--- src/rtl/core/clcd_pkg.sv ---
`default_nettype none

package clcd_pkg;

   // Request kinds as carried on the input channel.
   typedef enum logic [2:0] {
      KIND_CMD    = 3'd0,
      KIND_DATA   = 3'd1,
      KIND_INIT   = 3'd2,
      KIND_CURSOR = 3'd3,
      KIND_GLYPH  = 3'd4,
      KIND_CLEAR  = 3'd5
   } kind_type;

   // Configuration register indexes.
   typedef enum logic [1:0] {
      CSR_PULSE_WIDTH = 2'd0,
      CSR_SETTLE      = 2'd1,
      CSR_LONG_WAIT   = 2'd2
   } csr_index_type;

   // Extra wait added on top of the settle time after a pulse.
   typedef enum logic [2:0] {
      EXTRA_NONE  = 3'd0,
      EXTRA_WAKE1 = 3'd1,
      EXTRA_WAKE2 = 3'd2,
      EXTRA_LONG1 = 3'd3,
      EXTRA_LONG2 = 3'd4
   } extra_type;

   // Field widths.
   localparam int unsigned BYTE_W   = 8;
   localparam int unsigned NIBBLE_W = 4;
   localparam int unsigned WAIT_W   = 15;
   localparam int unsigned PULSE_W  = 8;
   localparam int unsigned SETTLE_W = 10;
   localparam int unsigned LONG_W   = 13;
   localparam int unsigned STEP_W   = 4;

   // Configuration reset values.
   localparam logic [PULSE_W-1:0]  PULSE_WIDTH_RESET = 8'd5;
   localparam logic [SETTLE_W-1:0] SETTLE_RESET      = 10'd100;
   localparam logic [LONG_W-1:0]   LONG_WAIT_RESET   = 13'd2000;

   // LCD command bytes.
   localparam logic [BYTE_W-1:0] CMD_CLEAR     = 8'h01;
   localparam logic [BYTE_W-1:0] CMD_HOME      = 8'h02;
   localparam logic [BYTE_W-1:0] LINE1_BASE    = 8'h80;
   localparam logic [BYTE_W-1:0] LINE2_BASE    = 8'hC0;
   localparam logic [BYTE_W-1:0] CGRAM_BASE    = 8'h40;
   localparam logic [BYTE_W-1:0] CMD_FUNC_4BIT = 8'h28;
   localparam logic [BYTE_W-1:0] CMD_DISPLAY   = 8'h0C;
   localparam logic [BYTE_W-1:0] CMD_ENTRY     = 8'h06;

   // Wake-up sequence timing and nibbles.
   localparam logic [WAIT_W-1:0]   POWER_UP_WAIT = 15'd20000;
   localparam logic [WAIT_W-1:0]   WAKE_WAIT1    = 15'd5000;
   localparam logic [WAIT_W-1:0]   WAKE_WAIT2    = 15'd150;
   localparam logic [NIBBLE_W-1:0] WAKE_NIBBLE   = 4'h3;
   localparam logic [NIBBLE_W-1:0] BUS4_NIBBLE   = 4'h2;

   // Step numbers inside the expansion.
   localparam logic [STEP_W-1:0] STEP_BYTE_LAST = 4'd1;
   localparam logic [STEP_W-1:0] STEP_INIT_BUS4 = 4'd3;
   localparam logic [STEP_W-1:0] STEP_INIT_CMDS = 4'd4;
   localparam logic [STEP_W-1:0] STEP_INIT_LAST = 4'd11;

   localparam int unsigned QUEUE_DEPTH_DEFAULT = 2;

   // One classified request, as queued between front and back.
   typedef struct packed {
      logic              is_init;
      logic              reg_select;
      logic [BYTE_W-1:0] byte_value;
      logic [1:0]        long_count;
   } desc_type;

   // Command bytes sent after the wake-up nibbles of the init sequence.
   function automatic logic [BYTE_W-1:0] init_byte(input logic [1:0] idx);
      logic [BYTE_W-1:0] b;
      case (idx)
         2'd0:    b = CMD_FUNC_4BIT;
         2'd1:    b = CMD_DISPLAY;
         2'd2:    b = CMD_ENTRY;
         default: b = CMD_CLEAR;
      endcase
      return b;
   endfunction

endpackage

`default_nettype wire

--- src/rtl/core/char_lcd_4bit_interface_unit.sv ---
`default_nettype none

// Character LCD 4-bit bus sequencer.
// The req channel carries one request: tuser is the kind (command, data, init,
// set cursor, set glyph address, clear), tdata the byte, row, column and slot.
// Each request expands into enable pulses on the rsp channel, one transfer per
// pulse: tuser is register select, tdata holds the nibble and the waits before
// and after the pulse, tlast marks the final pulse of a request.
// The csr channel writes pulse width, settle time and long wait; it is always
// ready and should be written only while no request is in flight.
// A request is classified in the cycle it is accepted and queued; the pulse
// sequencer emits one pulse per cycle while rsp is ready, and each request
// passes the queue and the output register before its first pulse shows.
// Byte requests give two pulses, init twelve; requests queue during expansion.
// Kinds six and seven are accepted and give no pulse.
// When rsp stalls, the output register holds its pulse, the queue fills and
// req_tready falls. Reset empties the queue and the output register and
// restores the register reset values; no clearing pass is needed.
module char_lcd_4bit_interface_unit #(
   parameter int unsigned QUEUE_DEPTH = clcd_pkg::QUEUE_DEPTH_DEFAULT
) (
   input  wire logic        clock,
   input  wire logic        reset,
   input  wire logic        req_tvalid,
   output logic             req_tready,
   input  wire logic [31:0] req_tdata,   // byte_value, row, column, glyph_slot
   input  wire logic [2:0]  req_tuser,   // kind
   output logic             rsp_tvalid,
   input  wire logic        rsp_tready,
   output logic [39:0]      rsp_tdata,   // nibble, wait_before_us, wait_after_us, zero pad
   output logic             rsp_tuser,   // reg_select
   output logic             rsp_tlast,   // last
   input  wire logic        csr_valid,
   output logic             csr_ready,
   input  wire logic [1:0]  csr_index,
   input  wire logic [12:0] csr_data
);
   import clcd_pkg::*;

   logic [PULSE_W-1:0]  pulse_width_ff;
   logic [SETTLE_W-1:0] settle_ff;
   logic [LONG_W-1:0]   long_wait_ff;

   logic                push;
   desc_type            push_desc;
   logic                queue_full;
   logic                pop;
   logic                head_valid;
   desc_type            head_desc;
   logic [NIBBLE_W-1:0] out_nibble;
   logic [WAIT_W-1:0]   out_before;
   logic [WAIT_W-1:0]   out_after;

   // Configuration registers; the pulse width is stored but not used by the sequencer.
   assign csr_ready = 1'b1;

   always_ff @(posedge clock) begin
      if (reset) begin
         pulse_width_ff <= PULSE_WIDTH_RESET;
         settle_ff      <= SETTLE_RESET;
         long_wait_ff   <= LONG_WAIT_RESET;
      end else if (csr_valid) begin
         case (csr_index_type'(csr_index))
            CSR_PULSE_WIDTH: pulse_width_ff <= csr_data[PULSE_W-1:0];
            CSR_SETTLE:      settle_ff      <= csr_data[SETTLE_W-1:0];
            CSR_LONG_WAIT:   long_wait_ff   <= csr_data[LONG_W-1:0];
            default:         pulse_width_ff <= pulse_width_ff;
         endcase
      end
   end

   clcd_front u_front (
      .req_valid  (req_tvalid),
      .req_kind   (req_tuser),
      .req_byte   (req_tdata[7:0]),
      .req_row    (req_tdata[15:8]),
      .req_column (req_tdata[23:16]),
      .req_slot   (req_tdata[31:24]),
      .queue_full (queue_full),
      .req_ready  (req_tready),
      .push       (push),
      .push_desc  (push_desc)
   );

   clcd_queue #(
      .DEPTH (QUEUE_DEPTH)
   ) u_queue (
      .clock      (clock),
      .reset      (reset),
      .push       (push),
      .push_desc  (push_desc),
      .pop        (pop),
      .full       (queue_full),
      .head_valid (head_valid),
      .head_desc  (head_desc)
   );

   clcd_back u_back (
      .clock           (clock),
      .reset           (reset),
      .head_valid      (head_valid),
      .head_desc       (head_desc),
      .settle_us       (settle_ff),
      .long_wait_us    (long_wait_ff),
      .pop             (pop),
      .rsp_valid       (rsp_tvalid),
      .rsp_ready       (rsp_tready),
      .rsp_reg_select  (rsp_tuser),
      .rsp_nibble      (out_nibble),
      .rsp_wait_before (out_before),
      .rsp_wait_after  (out_after),
      .rsp_last        (rsp_tlast)
   );

   assign rsp_tdata = {6'b000000, out_after, out_before, out_nibble};

endmodule

`default_nettype wire

--- src/rtl/core/clcd_front.sv ---
`default_nettype none

module clcd_front (
   input  wire logic                    req_valid,
   input  wire logic [2:0]              req_kind,
   input  wire logic [7:0]              req_byte,
   input  wire logic [7:0]              req_row,
   input  wire logic [7:0]              req_column,
   input  wire logic [7:0]              req_slot,
   input  wire logic                    queue_full,
   output logic                         req_ready,
   output logic                         push,
   output clcd_pkg::desc_type           push_desc
);
   import clcd_pkg::*;

   logic [BYTE_W-1:0] cursor_byte;
   logic [BYTE_W-1:0] glyph_byte;
   logic              is_special;

   // Addresses formed by the cursor and glyph requests wrap at eight bits.
   assign cursor_byte = ((req_row == 8'd1) ? LINE1_BASE : LINE2_BASE) + req_column;
   assign glyph_byte  = CGRAM_BASE + {2'b00, req_slot[2:0], 3'b000};

   assign req_ready = !queue_full;

   // Classify the request into a queue descriptor.
   always_comb begin
      push_desc  = '0;
      push       = 1'b0;
      is_special = 1'b0;
      case (kind_type'(req_kind))
         KIND_CMD: begin
            push_desc.byte_value = req_byte;
            push                 = 1'b1;
         end
         KIND_DATA: begin
            push_desc.reg_select = 1'b1;
            push_desc.byte_value = req_byte;
            push                 = 1'b1;
         end
         KIND_INIT: begin
            push_desc.is_init = 1'b1;
            push              = 1'b1;
         end
         KIND_CURSOR: begin
            push_desc.byte_value = cursor_byte;
            push                 = 1'b1;
         end
         KIND_GLYPH: begin
            push_desc.byte_value = glyph_byte;
            push                 = 1'b1;
         end
         KIND_CLEAR: begin
            push_desc.byte_value = CMD_CLEAR;
            is_special           = 1'b1;
            push                 = 1'b1;
         end
         default: begin
            push = 1'b0;
         end
      endcase

      // Clear and home commands need the long wait; an explicit clear adds it again.
      if (!push_desc.is_init && !push_desc.reg_select &&
          (push_desc.byte_value == CMD_CLEAR || push_desc.byte_value == CMD_HOME)) begin
         push_desc.long_count = is_special ? 2'd2 : 2'd1;
      end

      push = push && req_valid && !queue_full;
   end

endmodule

`default_nettype wire

--- src/rtl/core/clcd_queue.sv ---
`default_nettype none

module clcd_queue #(
   parameter int unsigned DEPTH = clcd_pkg::QUEUE_DEPTH_DEFAULT
) (
   input  wire logic               clock,
   input  wire logic               reset,
   input  wire logic               push,
   input  wire clcd_pkg::desc_type push_desc,
   input  wire logic               pop,
   output logic                    full,
   output logic                    head_valid,
   output clcd_pkg::desc_type      head_desc
);
   import clcd_pkg::*;

   localparam int unsigned PTR_W = (DEPTH > 1) ? $clog2(DEPTH) : 1;
   localparam int unsigned CNT_W = $clog2(DEPTH + 1);

   desc_type           entry_ff [DEPTH];
   logic [PTR_W-1:0]   wr_ptr_ff, wr_ptr_in;
   logic [PTR_W-1:0]   rd_ptr_ff, rd_ptr_in;
   logic [CNT_W-1:0]   count_ff,  count_in;

   assign full       = (count_ff == CNT_W'(DEPTH));
   assign head_valid = (count_ff != '0);
   assign head_desc  = entry_ff[rd_ptr_ff];

   // Pointer and occupancy update.
   always_comb begin
      wr_ptr_in = wr_ptr_ff;
      rd_ptr_in = rd_ptr_ff;
      count_in  = count_ff;
      if (push) begin
         wr_ptr_in = (wr_ptr_ff == PTR_W'(DEPTH - 1)) ? '0 : wr_ptr_ff + 1'b1;
      end
      if (pop) begin
         rd_ptr_in = (rd_ptr_ff == PTR_W'(DEPTH - 1)) ? '0 : rd_ptr_ff + 1'b1;
      end
      if (push && !pop) begin
         count_in = count_ff + 1'b1;
      end else if (pop && !push) begin
         count_in = count_ff - 1'b1;
      end
   end

   always_ff @(posedge clock) begin
      if (reset) begin
         wr_ptr_ff <= '0;
         rd_ptr_ff <= '0;
         count_ff  <= '0;
      end else begin
         wr_ptr_ff <= wr_ptr_in;
         rd_ptr_ff <= rd_ptr_in;
         count_ff  <= count_in;
      end
   end

   // Entry storage carries no reset.
   always_ff @(posedge clock) begin
      if (push) begin
         entry_ff[wr_ptr_ff] <= push_desc;
      end
   end

   a_no_push_when_full: assert property (@(posedge clock) disable iff (reset)
      push |-> !full) else $error("descriptor pushed into a full queue");

   a_no_pop_when_empty: assert property (@(posedge clock) disable iff (reset)
      pop |-> head_valid) else $error("descriptor popped from an empty queue");

   a_count_bounded: assert property (@(posedge clock) disable iff (reset)
      count_ff <= CNT_W'(DEPTH)) else $error("queue occupancy beyond depth");

endmodule

`default_nettype wire

--- src/rtl/core/clcd_back.sv ---
`default_nettype none

module clcd_back (
   input  wire logic                             clock,
   input  wire logic                             reset,
   input  wire logic                             head_valid,
   input  wire clcd_pkg::desc_type               head_desc,
   input  wire logic [clcd_pkg::SETTLE_W-1:0]    settle_us,
   input  wire logic [clcd_pkg::LONG_W-1:0]      long_wait_us,
   output logic                                  pop,
   output logic                                  rsp_valid,
   input  wire logic                             rsp_ready,
   output logic                                  rsp_reg_select,
   output logic [clcd_pkg::NIBBLE_W-1:0]         rsp_nibble,
   output logic [clcd_pkg::WAIT_W-1:0]           rsp_wait_before,
   output logic [clcd_pkg::WAIT_W-1:0]           rsp_wait_after,
   output logic                                  rsp_last
);
   import clcd_pkg::*;

   logic [STEP_W-1:0]   step_ff, step_in;
   logic                valid_ff, valid_in;
   logic                rs_ff;
   logic [NIBBLE_W-1:0] nibble_ff;
   logic [WAIT_W-1:0]   before_ff;
   logic [WAIT_W-1:0]   after_ff;
   logic                last_ff;

   logic                advance;
   logic                is_last_step;
   logic [STEP_W-1:0]   cmd_step;
   logic [BYTE_W-1:0]   cur_byte;
   logic                low_half;
   logic [NIBBLE_W-1:0] pulse_nibble;
   logic [WAIT_W-1:0]   pulse_before;
   extra_type           extra_sel;
   logic [WAIT_W-1:0]   extra_wait;
   logic [WAIT_W-1:0]   pulse_after;

   // A pulse moves into the output register whenever that register frees up.
   assign advance      = head_valid && (!valid_ff || rsp_ready);
   assign is_last_step = head_desc.is_init ? (step_ff == STEP_INIT_LAST)
                                           : (step_ff == STEP_BYTE_LAST);
   assign pop          = advance && is_last_step;
   assign cmd_step     = step_ff - STEP_INIT_CMDS;

   // Describe the pulse for the current step.
   always_comb begin
      cur_byte     = head_desc.byte_value;
      low_half     = step_ff[0];
      pulse_before = '0;
      extra_sel    = EXTRA_NONE;
      pulse_nibble = '0;
      if (head_desc.is_init) begin
         if (step_ff < STEP_INIT_CMDS) begin
            // Wake-up nibbles, then the switch to the 4-bit bus.
            pulse_nibble = (step_ff == STEP_INIT_BUS4) ? BUS4_NIBBLE : WAKE_NIBBLE;
            if (step_ff == '0) begin
               pulse_before = POWER_UP_WAIT;
               extra_sel    = EXTRA_WAKE1;
            end else if (step_ff == STEP_INIT_BUS4 - 4'd2) begin
               extra_sel = EXTRA_WAKE2;
            end
         end else begin
            cur_byte     = init_byte(cmd_step[2:1]);
            pulse_nibble = low_half ? cur_byte[3:0] : cur_byte[7:4];
            if (step_ff == STEP_INIT_LAST) begin
               extra_sel = EXTRA_LONG2;
            end
         end
      end else begin
         pulse_nibble = low_half ? cur_byte[3:0] : cur_byte[7:4];
         if (low_half) begin
            case (head_desc.long_count)
               2'd1:    extra_sel = EXTRA_LONG1;
               2'd2:    extra_sel = EXTRA_LONG2;
               default: extra_sel = EXTRA_NONE;
            endcase
         end
      end
   end

   // Extra wait and the total wait after the pulse.
   always_comb begin
      case (extra_sel)
         EXTRA_WAKE1: extra_wait = WAKE_WAIT1;
         EXTRA_WAKE2: extra_wait = WAKE_WAIT2;
         EXTRA_LONG1: extra_wait = {2'b00, long_wait_us};
         EXTRA_LONG2: extra_wait = {1'b0, long_wait_us, 1'b0};
         default:     extra_wait = '0;
      endcase
   end

   assign pulse_after = {{(WAIT_W - SETTLE_W){1'b0}}, settle_us} + extra_wait;

   // Step counter and output valid.
   always_comb begin
      step_in  = step_ff;
      valid_in = valid_ff;
      if (advance) begin
         step_in  = is_last_step ? '0 : step_ff + 1'b1;
         valid_in = 1'b1;
      end else if (rsp_ready) begin
         valid_in = 1'b0;
      end
   end

   always_ff @(posedge clock) begin
      if (reset) begin
         step_ff  <= '0;
         valid_ff <= 1'b0;
      end else begin
         step_ff  <= step_in;
         valid_ff <= valid_in;
      end
   end

   // Output payload register.
   always_ff @(posedge clock) begin
      if (advance) begin
         rs_ff     <= head_desc.reg_select;
         nibble_ff <= pulse_nibble;
         before_ff <= pulse_before;
         after_ff  <= pulse_after;
         last_ff   <= is_last_step;
      end
   end

   assign rsp_valid       = valid_ff;
   assign rsp_reg_select  = rs_ff;
   assign rsp_nibble      = nibble_ff;
   assign rsp_wait_before = before_ff;
   assign rsp_wait_after  = after_ff;
   assign rsp_last        = last_ff;

   a_step_bounded: assert property (@(posedge clock) disable iff (reset)
      step_ff <= STEP_INIT_LAST) else $error("expansion step out of range");

   a_step_needs_head: assert property (@(posedge clock) disable iff (reset)
      (step_ff != '0) |-> head_valid) else $error("request left the queue mid-expansion");

   a_advance_fills: assert property (@(posedge clock) disable iff (reset)
      advance |=> valid_ff) else $error("pulse lost on its way to the output");

endmodule

`default_nettype wire
--- config.mk ---
export PLATFORM = sky130hd
export DESIGN_NAME = char_lcd_4bit_interface_unit
export DESIGN_NICKNAME = d
export VERILOG_FILES = /design/src/rtl/core/clcd_pkg.sv /design/src/rtl/core/char_lcd_4bit_interface_unit.sv /design/src/rtl/core/clcd_front.sv /design/src/rtl/core/clcd_queue.sv /design/src/rtl/core/clcd_back.sv
export SDC_FILE = /design/constraint.sdc
export NUM_CORES = 1
export LEC_CHECK = 0
export ABC_AREA = 0
export ABC_CLOCK_PERIOD_IN_PS = 4800
export BUFFER_PORTS_ARGS = -buffer_cell sky130_fd_sc_hd__buf_2
export CAP_MARGIN = 20
export CORE_MARGIN = 3
export CORE_UTILIZATION = 54
export CTS_CLUSTER_DIAMETER = 200
export CTS_CLUSTER_SIZE = 25
export DETAILED_ROUTE_END_ITERATION = 8
export PLACE_DENSITY = 0.8
export SLEW_MARGIN = 0
export SYNTH_ARGS = -nofsm -noshare
export SYNTH_HDL_FRONTEND = slang
export SYNTH_SLANG_ARGS = --single-unit
--- constraint.sdc ---
create_clock -name clock -period 4.8 [get_ports clock]
set_input_delay 0.96 -clock clock [delete_from_list [all_inputs] [get_ports clock]]
set_output_delay 0.96 -clock clock [all_outputs]
set_load 0.01 [all_outputs]
==> results of run 1 <==
## cell usage in the layout, fill, tap and decap left out, types with 5 or more instances in the layout
cell type	instances
o21ai_0	11
clkbuf_8	9
a221o_1	7
edfxtp_1	46
nand2_1	70
xor2_1	8
ha_1	19
dfxtp_1	33
nor2b_1	6
nor2_1	26
nand3_1	7
nand3b_1	11
conb_1	17
inv_1	8
xnor2_1	9
nand2b_1	6
buf_2	77
a21oi_1	28
and2_1	5
## metal layers
layer / global-route usage, % / vias up / wire length, µm
li1: - / 1581 / -
met3: 4.81 / 9 / 580
met5: 0 / - / 0
met4: 6.14 / 0 / 108
met1: 24.3 / 1457 / 3480
met2: 32.8 / 119 / 4060
## critical path: stages, from the launching register on
cell      delay (ns)
dfxtp_1         0.68
ha_1            0.30
nand2_1         0.09
or3_4           0.35
a21oi_4         0.41
a221o_1         0.31
ha_1            0.27
a211oi_1        0.21
o21ai_1         0.13
a21boi_1        0.22
o21bai_1        0.19
a32o_1          0.30
a211o_1         0.26
## state kept, by name, indices dropped and copies added, names as in the netlist, named ones only
register and flops:
long_wait_ff 13, settle_ff 10, u_back.rsp_last 1, u_back.rsp_nibble 4
u_back.rsp_reg_select 1, u_back.rsp_valid 1, u_back.rsp_wait_after 15, u_back.rsp_wait_before 1
u_back.step_ff 4, u_queue.count_ff 2, u_queue.entry_ff 24, u_queue.rd_ptr_ff 1
u_queue.wr_ptr_ff 1
## per-stage QoR
stage / worst slack, ns / std cells
final: 0.837 / 587
after global routing: 0.562 / 587
after CTS: 0.843 / 587
after detailed placement: 0.886 / 571
after global placement: 0.949 / 571
after floorplan: 1.44 / 430
## worst paths after layout
check	to	slack, ns	start	cells after the start
worst max-delay path	u_back.rsp_wait_after[11]$_DFFE_PP_	0.84	u_back.step_ff[0]$_SDFFE_PP0P_	12
worst min-delay path	settle_ff[3]$_SDFFE_PP0P_	0.46	settle_ff[3]$_SDFFE_PP0P_	2
worst max register to register	u_back.rsp_wait_after[11]$_DFFE_PP_	0.84	u_back.step_ff[0]$_SDFFE_PP0P_	12
worst min register to register	settle_ff[3]$_SDFFE_PP0P_	0.46	settle_ff[3]$_SDFFE_PP0P_	2
## kinds of logic (layout without fill, tap and decap cells)
logic type                 after synthesis  in the layout
AOI/OAI and AO/OA                       81             81
xor gates and xnor gates                17             17
adders and majority gates               20             20
buffers and inverters                   46            104
DFF                                     79             79
muxes                                    9              9
other                                    2             17
and+or+nand+nor                        161            161
## cell type report
type | instances | share of cell area (%)
clock buffer | 12 | 3.70
clock inverter | 4 | 1.54
inverter | 8 | 0.625
multi-input combinational | 305 | 40.6
sequential | 79 | 42.5
tap | 99 | 2.58
timing repair buffer | 80 | 8.48
## power by group
group | switching [mW] | internal (mW) | total, mW | leakage [nW]
Clock | 0.243 | 0.356 | 0.599 | 0.127
Combinational | 0.332 | 0.245 | 0.577 | 1.15
Sequential | 0.0653 | 0.873 | 0.939 | 0.704
==> results.toml, run 1 <==
[grt]
grt_overflow = 0
grt_pass1_wl_um = 13500
grt_usage_pct = 19.4
antenna_found_initial = 0
grt_max_degree = 31
grt_pass1_vias = 2899

[logic_synthesis]
synth_edf_count = 46
synth_top_family_by_area = "simple AND/OR/NAND/NOR gates"
yosysSeqAreaShare_pct = 48.7
yosysWarnings = 0
synth_compound_area_share_pct = 13.3
synthMuxAreaShare_pct = 2.89
netlist.area_leader.share_pct = 32.9
synth_xor_xnor_area_share_pct = 3.55
synth_seq_cells = 79
synth_cells = 415
yosysTopAreaCell = "edfxtp_1"
synth-simple-area-share_pct = 19.1
synth_area_per_cell_um2 = 10.1
yosys-top-cells-count = "nand2_1 (70), edfxtp_1 (46), dfxtp_1 (33)"
synth.most_common_cell = "nand2_1"
synth_flop_cell = "edfxtp_1"
ys_top_cells_by_area = "edfxtp_1 (33%), dfxtp_1 (16%), nand2_1 (6.3%)"
synth_fa_ha_area_share_pct = 6.14
synth.distinct_cells = 63
syn_area_um2 = 4200
async_reset_ff_share_pct = 0

[floorplanning]
num_rows = 31
start_util_pct = 56.6
dieArea_um2 = 8870
io-pin-count = 100
die_w_um = 94.2
fp.dieH_um = 94.2
core_area_um2 = 7410

[layout]
fin_util_pct = 64.9
n_antenna_cell = 0
multiInputGateArea_um2 = 1950
finalInstanceArea_um2 = 4810
regArea_um2 = 2040
final_nets = 558
area_growth_pct = 14.6
layout-drive-gt1-share_pct = 22.1
nFillCells = 569

[critical_path]
crit_fanout = 17
cp.required_ns = 4.91
critPathLaunchType = "flip-flop"
cp_data_arrival_time_ns = 4.07
critical_path_class = "reg -> reg"
crit_path_end_kind = "flip-flop"

[placed_design]
gp_congestion = 0.835
portBuffers = 77
dpl_cell_area_um2 = 4560
dp_hpwl_um = 6040

[clock_network]
path_clk_slew_ns = 0.08
htreeDepth = 3
cts_root_buf = "clkbuf_8"
ctsHoldBuffers = 0
postCtsSetupRepairBufs = 0
cts_tree = "built"
clk_latency_ns = 0.36
numCtsBuffers = 9
clkSinkCount = 79
clk_path_buf_depth = 2
cts_resized = 0

[timing]
worstMarginPinSlew_ns = 1.03
finalSetupViolations = 0
hold_viol = 0
max-slew-margin-rel_pct = 31.2
rsz0062_at_grt = "false"
tns_ns = 0
fin_skew_ns = 0.00962
hold_slack_ns = 0.465
fmax_ghz = 0.252
finalMaxSlewViolations = 0
period_needed_ns = 3.96
period_share_pct = 82.6

[routing]
ant_nets = 0
routedWlPerCell_um = 14.0
via_per_inst = 5.39
route.detailed.drc = 0
vias = 3166
drt_first_pass_iters = 4
routed_wl_um = 8240
first_iter_violations = 210

[power]
p_leak_nw = 1.98
total_power_mw = 2.11
ir_drop_uv = 188
power_density_nw_per_um2 = 440

[min_path]
hold_class = "reg -> reg"

[flow_run]
maxCapViolCount = 0

[run_status]
status = "complete, no violations"
No activity file was read; power rests on OpenSTA's default activity.
==> run 2: changes to the inputs <==
--- a/config.mk
+++ b/config.mk
@@ -6,15 +6,15 @@
 export NUM_CORES = 1
 export LEC_CHECK = 0
 export ABC_AREA = 0
-export ABC_CLOCK_PERIOD_IN_PS = 4800
+export ABC_CLOCK_PERIOD_IN_PS = 3200
 export BUFFER_PORTS_ARGS = -buffer_cell sky130_fd_sc_hd__buf_2
 export CAP_MARGIN = 20
 export CORE_MARGIN = 3
-export CORE_UTILIZATION = 54
+export CORE_UTILIZATION = 49
 export CTS_CLUSTER_DIAMETER = 200
 export CTS_CLUSTER_SIZE = 25
 export DETAILED_ROUTE_END_ITERATION = 8
-export PLACE_DENSITY = 0.8
+export PLACE_DENSITY = 0.77
 export SLEW_MARGIN = 0
 export SYNTH_ARGS = -nofsm -noshare
 export SYNTH_HDL_FRONTEND = slang
==> constraint.sdc (replaced) <==
create_clock -name clock -period 3.2 [get_ports clock]
set_input_delay 0.64 -clock clock [delete_from_list [all_inputs] [get_ports clock]]
set_output_delay 0.64 -clock clock [all_outputs]
set_load 0.01 [all_outputs]
==> run 2 against run 1 <==
  * The run now ends with negative setup slack left
  * Core utilization shrank 1.8 points
  * Non-clock buffer count grew 35
  * First-iteration DRC count shrank 18%
  * Critical endpoint unchanged
  * Die area grew 9.5%
==> results.toml, run 2 (synthesis results as in run 1) <==
[layout]
largest_reg_flops = 24
n_antenna_cell = 0
final_cell_mix = "buf_2 (77), nand2_1 (68), edfxtp_1 (46)"
final_nets = 593
final_common_cell = "buf_2"
fin_util_pct = 63.1
area_growth_pct = 24.2
layout-drive-gt1-share_pct = 31.5
nFillCells = 681
largest_register = "u_queue.entry_ff"

[power]
power_density_nw_per_um2 = 642
p_leak_nw = 2.16
ir_drop_uv = 234
total_power_mw = 3.35

[grt]
grt_max_degree = 31
grt_usage_pct = 18.7
grt_pass1_vias = 3127
antenna_found_initial = 0
grt_overflow = 0
grt_pass1_wl_um = 14600

[routing]
vias = 3359
via_per_inst = 5.35
drt_first_pass_iters = 4
first_iter_violations = 173
routedWlPerCell_um = 14.9
route.detailed.drc = 0
routed_wl_um = 9380
ant_nets = 0

[timing]
hold_viol = 0
finalMaxSlewViolations = 0
rsz0062_at_grt = "true"
fmax_ghz = 0.310
max-slew-margin-rel_pct = 49.3
finalSetupViolations = 2
tns_ns = -0.0388
fin_skew_ns = 0.0108
worstMarginPinSlew_ns = 0.757
period_needed_ns = 3.22
fin_ws_ns = -0.0210
period_share_pct = 101

[clock_network]
cts_root_buf = "clkbuf_8"
path_clk_slew_ns = 0.08
ctsHoldBuffers = 0
numCtsBuffers = 9
clkSinkCount = 79
cts_tree = "built"
htreeDepth = 3
clk_path_buf_depth = 2
clk_latency_ns = 0.35

[critical_path]
cpLargestDelayFamily = "compound AO/OA/AOI/OAI gates"
crit_path_end_kind = "flip-flop"
max_stage_delay_ns = 0.44
cp_data_arrival_time_ns = 3.33
critical_path_class = "reg -> reg"
cp.required_ns = 3.31
crit_fanout = 4
crit_chain = "or3b_4 -> a211oi_4 -> buf_4 -> a22o_1 -> ha_4 -> or2_1 -> a21o_1 -> nand3_2 -> o21bai_4 -> a32o_1 -> a211o_1"
critPathBufInv = 1
slowest_stage = "edfxtp_1"
critPathLaunchType = "flip-flop"

[floorplanning]
start_util_pct = 50.8
die_w_um = 98.5
core_area_um2 = 8260
dieArea_um2 = 9710
fp.dieH_um = 98.5
io-pin-count = 100
num_rows = 33

[placed_design]
dp_hpwl_um = 6630
pre_cts_slack_ns = -0.214
portBuffers = 77
gp_congestion = 0.865

[min_path]
hold_class = "reg -> reg"

[run_status]
status = "finished with violations"
violations = "negative setup slack"

[flow_run]
maxCapViolCount = 0
run 2: cell type report:
class | instances | area (µm²) | area share, %
Multi-Input combinational cell | 305 | 2080 | 40.0
Sequential cell | 79 | 2050 | 39.3
Timing Repair Buffer | 115 | 682 | 13.1
Tap cell | 105 | 131 | 2.52
Clock buffer | 9 | 124 | 2.38
Clock inverter | 7 | 111 | 2.14
Inverter | 8 | 30.0 | 0.576
run 2: worst paths after layout:
kind / from / end / slack [ns] / depth (start not counted)
worst max register to register: u_queue.entry_ff[0][11]$_DFFE_PP_ / u_back.rsp_wait_after[11]$_DFFE_PP_ / -0.02 / 11
worst min register to register: long_wait_ff[2]$_SDFFE_PP0P_ / long_wait_ff[2]$_SDFFE_PP0P_ / 0.48 / 2
worst max-delay path: u_queue.entry_ff[0][11]$_DFFE_PP_ / u_back.rsp_wait_after[11]$_DFFE_PP_ / -0.02 / 11
worst min-delay path: long_wait_ff[2]$_SDFFE_PP0P_ / long_wait_ff[2]$_SDFFE_PP0P_ / 0.48 / 2
run 2: tightest hold or removal path: stages (launching register included):
cell and delay [ns]:
dfxtp_1 0.33, nand2_1 0.06, a21oi_1 0.05
run 2: power breakdown:
part	internal (mW)	switching [mW]	total, mW	leakage [nW]
sequential	1.31	0.0770	1.39	0.706
clock	0.513	0.378	0.891	0.118
combinational	0.484	0.581	1.07	1.33
total	2.31	1.04	3.35	2.16
run 2: repair_timing:
action | in CTS | in global routing
endpoints found under the setup margin | 2 | 4
gates resized for setup | 6 | 21
pin swaps | 5 | 19
hold endpoints to repair | 0 | 0
setup buffers | 5 | 4
run 2: metrics by stage:
| stage | std cells | hold WS (ns) | cell area [µm²] |
|---|---|---|---|
| 3_5_place_dp | 604 | 0.452 | 4780 |
| 4_1_cts | 625 | 0.465 | 5070 |
| 2_1_floorplan | 430 | 0.441 | 4270 |
| 3_3_place_gp | 604 | 0.449 | 4780 |
| 6_report | 628 | 0.484 | 5210 |
| 5_1_grt | 628 | 0.502 | 5210 |
run 2: layer usage:
layer / up-vias / share of wire [%] / track usage, %
met3: 9 / 5.9 / 4.95
met2: 115 / 52 / 33.5
li1: 1648 / - / -
met4: 0 / 1.0 / 4.94
met5: - / 0 / 0
met1: 1587 / 41 / 22.2
==> run 3: changes to the inputs <==
--- a/config.mk
+++ b/config.mk
@@ -15,6 +15,7 @@
 export CTS_CLUSTER_SIZE = 25
 export DETAILED_ROUTE_END_ITERATION = 8
 export PLACE_DENSITY = 0.77
+export SKIP_LAST_GASP = 1
 export SLEW_MARGIN = 0
 export SYNTH_ARGS = -nofsm -noshare
 export SYNTH_HDL_FRONTEND = slang
==> run 3 against run 2 <==
  * The run still ends with negative setup slack left
  * Global-route usage unchanged
  * Cell area unchanged
  * Wire length down 0.36%
  * Critical path depth up 1
  * Clock power about the same
  * Maximum frequency about the same
  * Combinational power about the same
==> results.toml, run 3 (synthesis results as in run 1) <==
[timing]
hold_viol = 0
period_needed_ns = 3.22
fmax_ghz = 0.311
hold_slack_ns = 0.484
period_share_pct = 101
fin_skew_ns = 0.0108
worstMarginPinSlew_ns = 0.743
rsz0062_at_grt = "true"
finalMaxSlewViolations = 0
finalSetupViolations = 2
fin_ws_ns = -0.0191
max-slew-margin-rel_pct = 50.3

[critical_path]
crit_path_end_kind = "flip-flop"
r2r_cells = 12
critPathLaunch = "u_queue.entry_ff[0][11]$_DFFE_PP_"
critPathCapture = "u_back.rsp_wait_after[12]$_DFFE_PP_"
r2r_slack_ns = -0.02
r2r_end = "u_back.rsp_wait_after[12]$_DFFE_PP_"
crit_fanout = 5
cp_data_arrival_time_ns = 3.32
timing.rr.start = "u_queue.entry_ff[0][11]$_DFFE_PP_"
critical_path_class = "reg -> reg"
cp.required_ns = 3.31
critPathLaunchType = "flip-flop"

[placed_design]
pre_cts_slack_ns = -0.214
portBuffers = 77
dp_hpwl_um = 6630
place_inst = 604
gp_congestion = 0.865

[routing]
via_per_inst = 5.33
vias = 3347
drt_first_pass_iters = 4
first_iter_violations = 149
routedWlPerCell_um = 14.9
route.detailed.drc = 0
ant_nets = 0
routed_wl_um = 9340

[floorplanning]
dieArea_um2 = 9710
core_area_um2 = 8260
die_w_um = 98.5
num_rows = 33
start_util_pct = 50.8
fp.dieH_um = 98.5
io-pin-count = 100

[min_path]
worstHoldPathCells = 2
hold_class = "reg -> reg"
hp-start = "settle_ff[8]$_SDFFE_PP0P_"

[clock_network]
clk_path_buf_depth = 2
clkSinkCount = 79
numCtsBuffers = 9
ctsHoldBuffers = 0
clk_latency_ns = 0.35
cts_tree = "built"
htreeDepth = 3
path_clk_slew_ns = 0.09
cts_root_buf = "clkbuf_8"

[layout]
final_cell_mix = "buf_2 (77), nand2_1 (68), edfxtp_1 (46)"
area_growth_pct = 24.2
n_antenna_cell = 0
largest_reg_flops = 24
nFillCells = 681
layout-drive-gt1-share_pct = 31.5
final_common_cell = "buf_2"
fin_util_pct = 63.1
largest_register = "u_queue.entry_ff"
finalNonFillerCells = 628
final_nets = 593

[grt]
grt_overflow = 0
antenna_found_initial = 0
grt_max_degree = 31
grt_usage_pct = 18.7
grt_pass1_vias = 3127
grt_pass1_wl_um = 14600

[power]
total_power_mw = 3.35
power_density_nw_per_um2 = 642
ir_drop_uv = 233
p_leak_nw = 2.16

[run_status]
status = "finished with violations"
violations = "negative setup slack"

[flow_run]
maxCapViolCount = 0
[run 3: cell counts in the layout (fill, tap and decap cells not counted)]
Identical to the previous run, type by type.
[run 3: area by class of cell]
class | instances | area [µm²] | area share, %
clock inverters | 7 | 111 | 2.14
inverters | 8 | 30.0 | 0.576
repair buffers | 115 | 682 | 13.1
flip-flops and latches | 79 | 2050 | 39.3
clock buffers | 9 | 124 | 2.38
multi-input cells | 305 | 2080 | 40.0
well taps | 105 | 131 | 2.52
[run 3: worst min-delay path by stage]
stage / endpoint / slack, ns
floorplan: settle_ff[0]$_SDFFE_PP0P_ / 0.44
global placement: settle_ff[4]$_SDFFE_PP0P_ / 0.45
detailed placement: settle_ff[4]$_SDFFE_PP0P_ / 0.45
CTS: settle_ff[4]$_SDFFE_PP0P_ / 0.46
global route: long_wait_ff[2]$_SDFFE_PP0P_ / 0.50
finish: settle_ff[8]$_SDFFE_PP0P_ / 0.48
[run 3: metal layers]
metal	GRT usage [%]	share of wire, %	vias to the layer above
li1	-	-	1646
met2	33.5	53	116
met5	0	0	-
met4	4.94	1.0	0
met1	22.2	41	1576
met3	4.95	5.7	9
[run 3: worst max-delay path, stage by stage (launching register included)]
cell and delay [ns]:
edfxtp_1 0.44, or3b_4 0.44, nand2_2 0.09, a21oi_4 0.05, a221o_1 0.41, buf_4 0.16
fa_2 0.36, a21oi_4 0.17, o221ai_2 0.11, a41o_1 0.29, nand2_2 0.10, a21oi_2 0.03
or3_1 0.31
[run 3: stage by stage]
stage	setup TNS (ns)	instance area [µm²]
6_report	-0.0362	5210
3_3_place_gp	-0.0509	4780
2_1_floorplan	0	4270
3_5_place_dp	-0.325	4780
4_1_cts	0	5070
5_1_grt	-0.200	5210
[run 3: where the power goes]
| group | leakage, nW | switching [mW] | internal (mW) |
|---|---|---|---|
| clock | 0.118 | 0.376 | 0.513 |
| combinational | 1.33 | 0.581 | 0.485 |
| sequential | 0.706 | 0.0770 | 1.31 |
[run 3: repair_timing]
action / CTS / global route
setup endpoints to repair: 2 / 4
resized for setup: 6 / 21
pin swaps: 5 / 19
buffers inserted: 5 / 4
cloned: 0 / 0
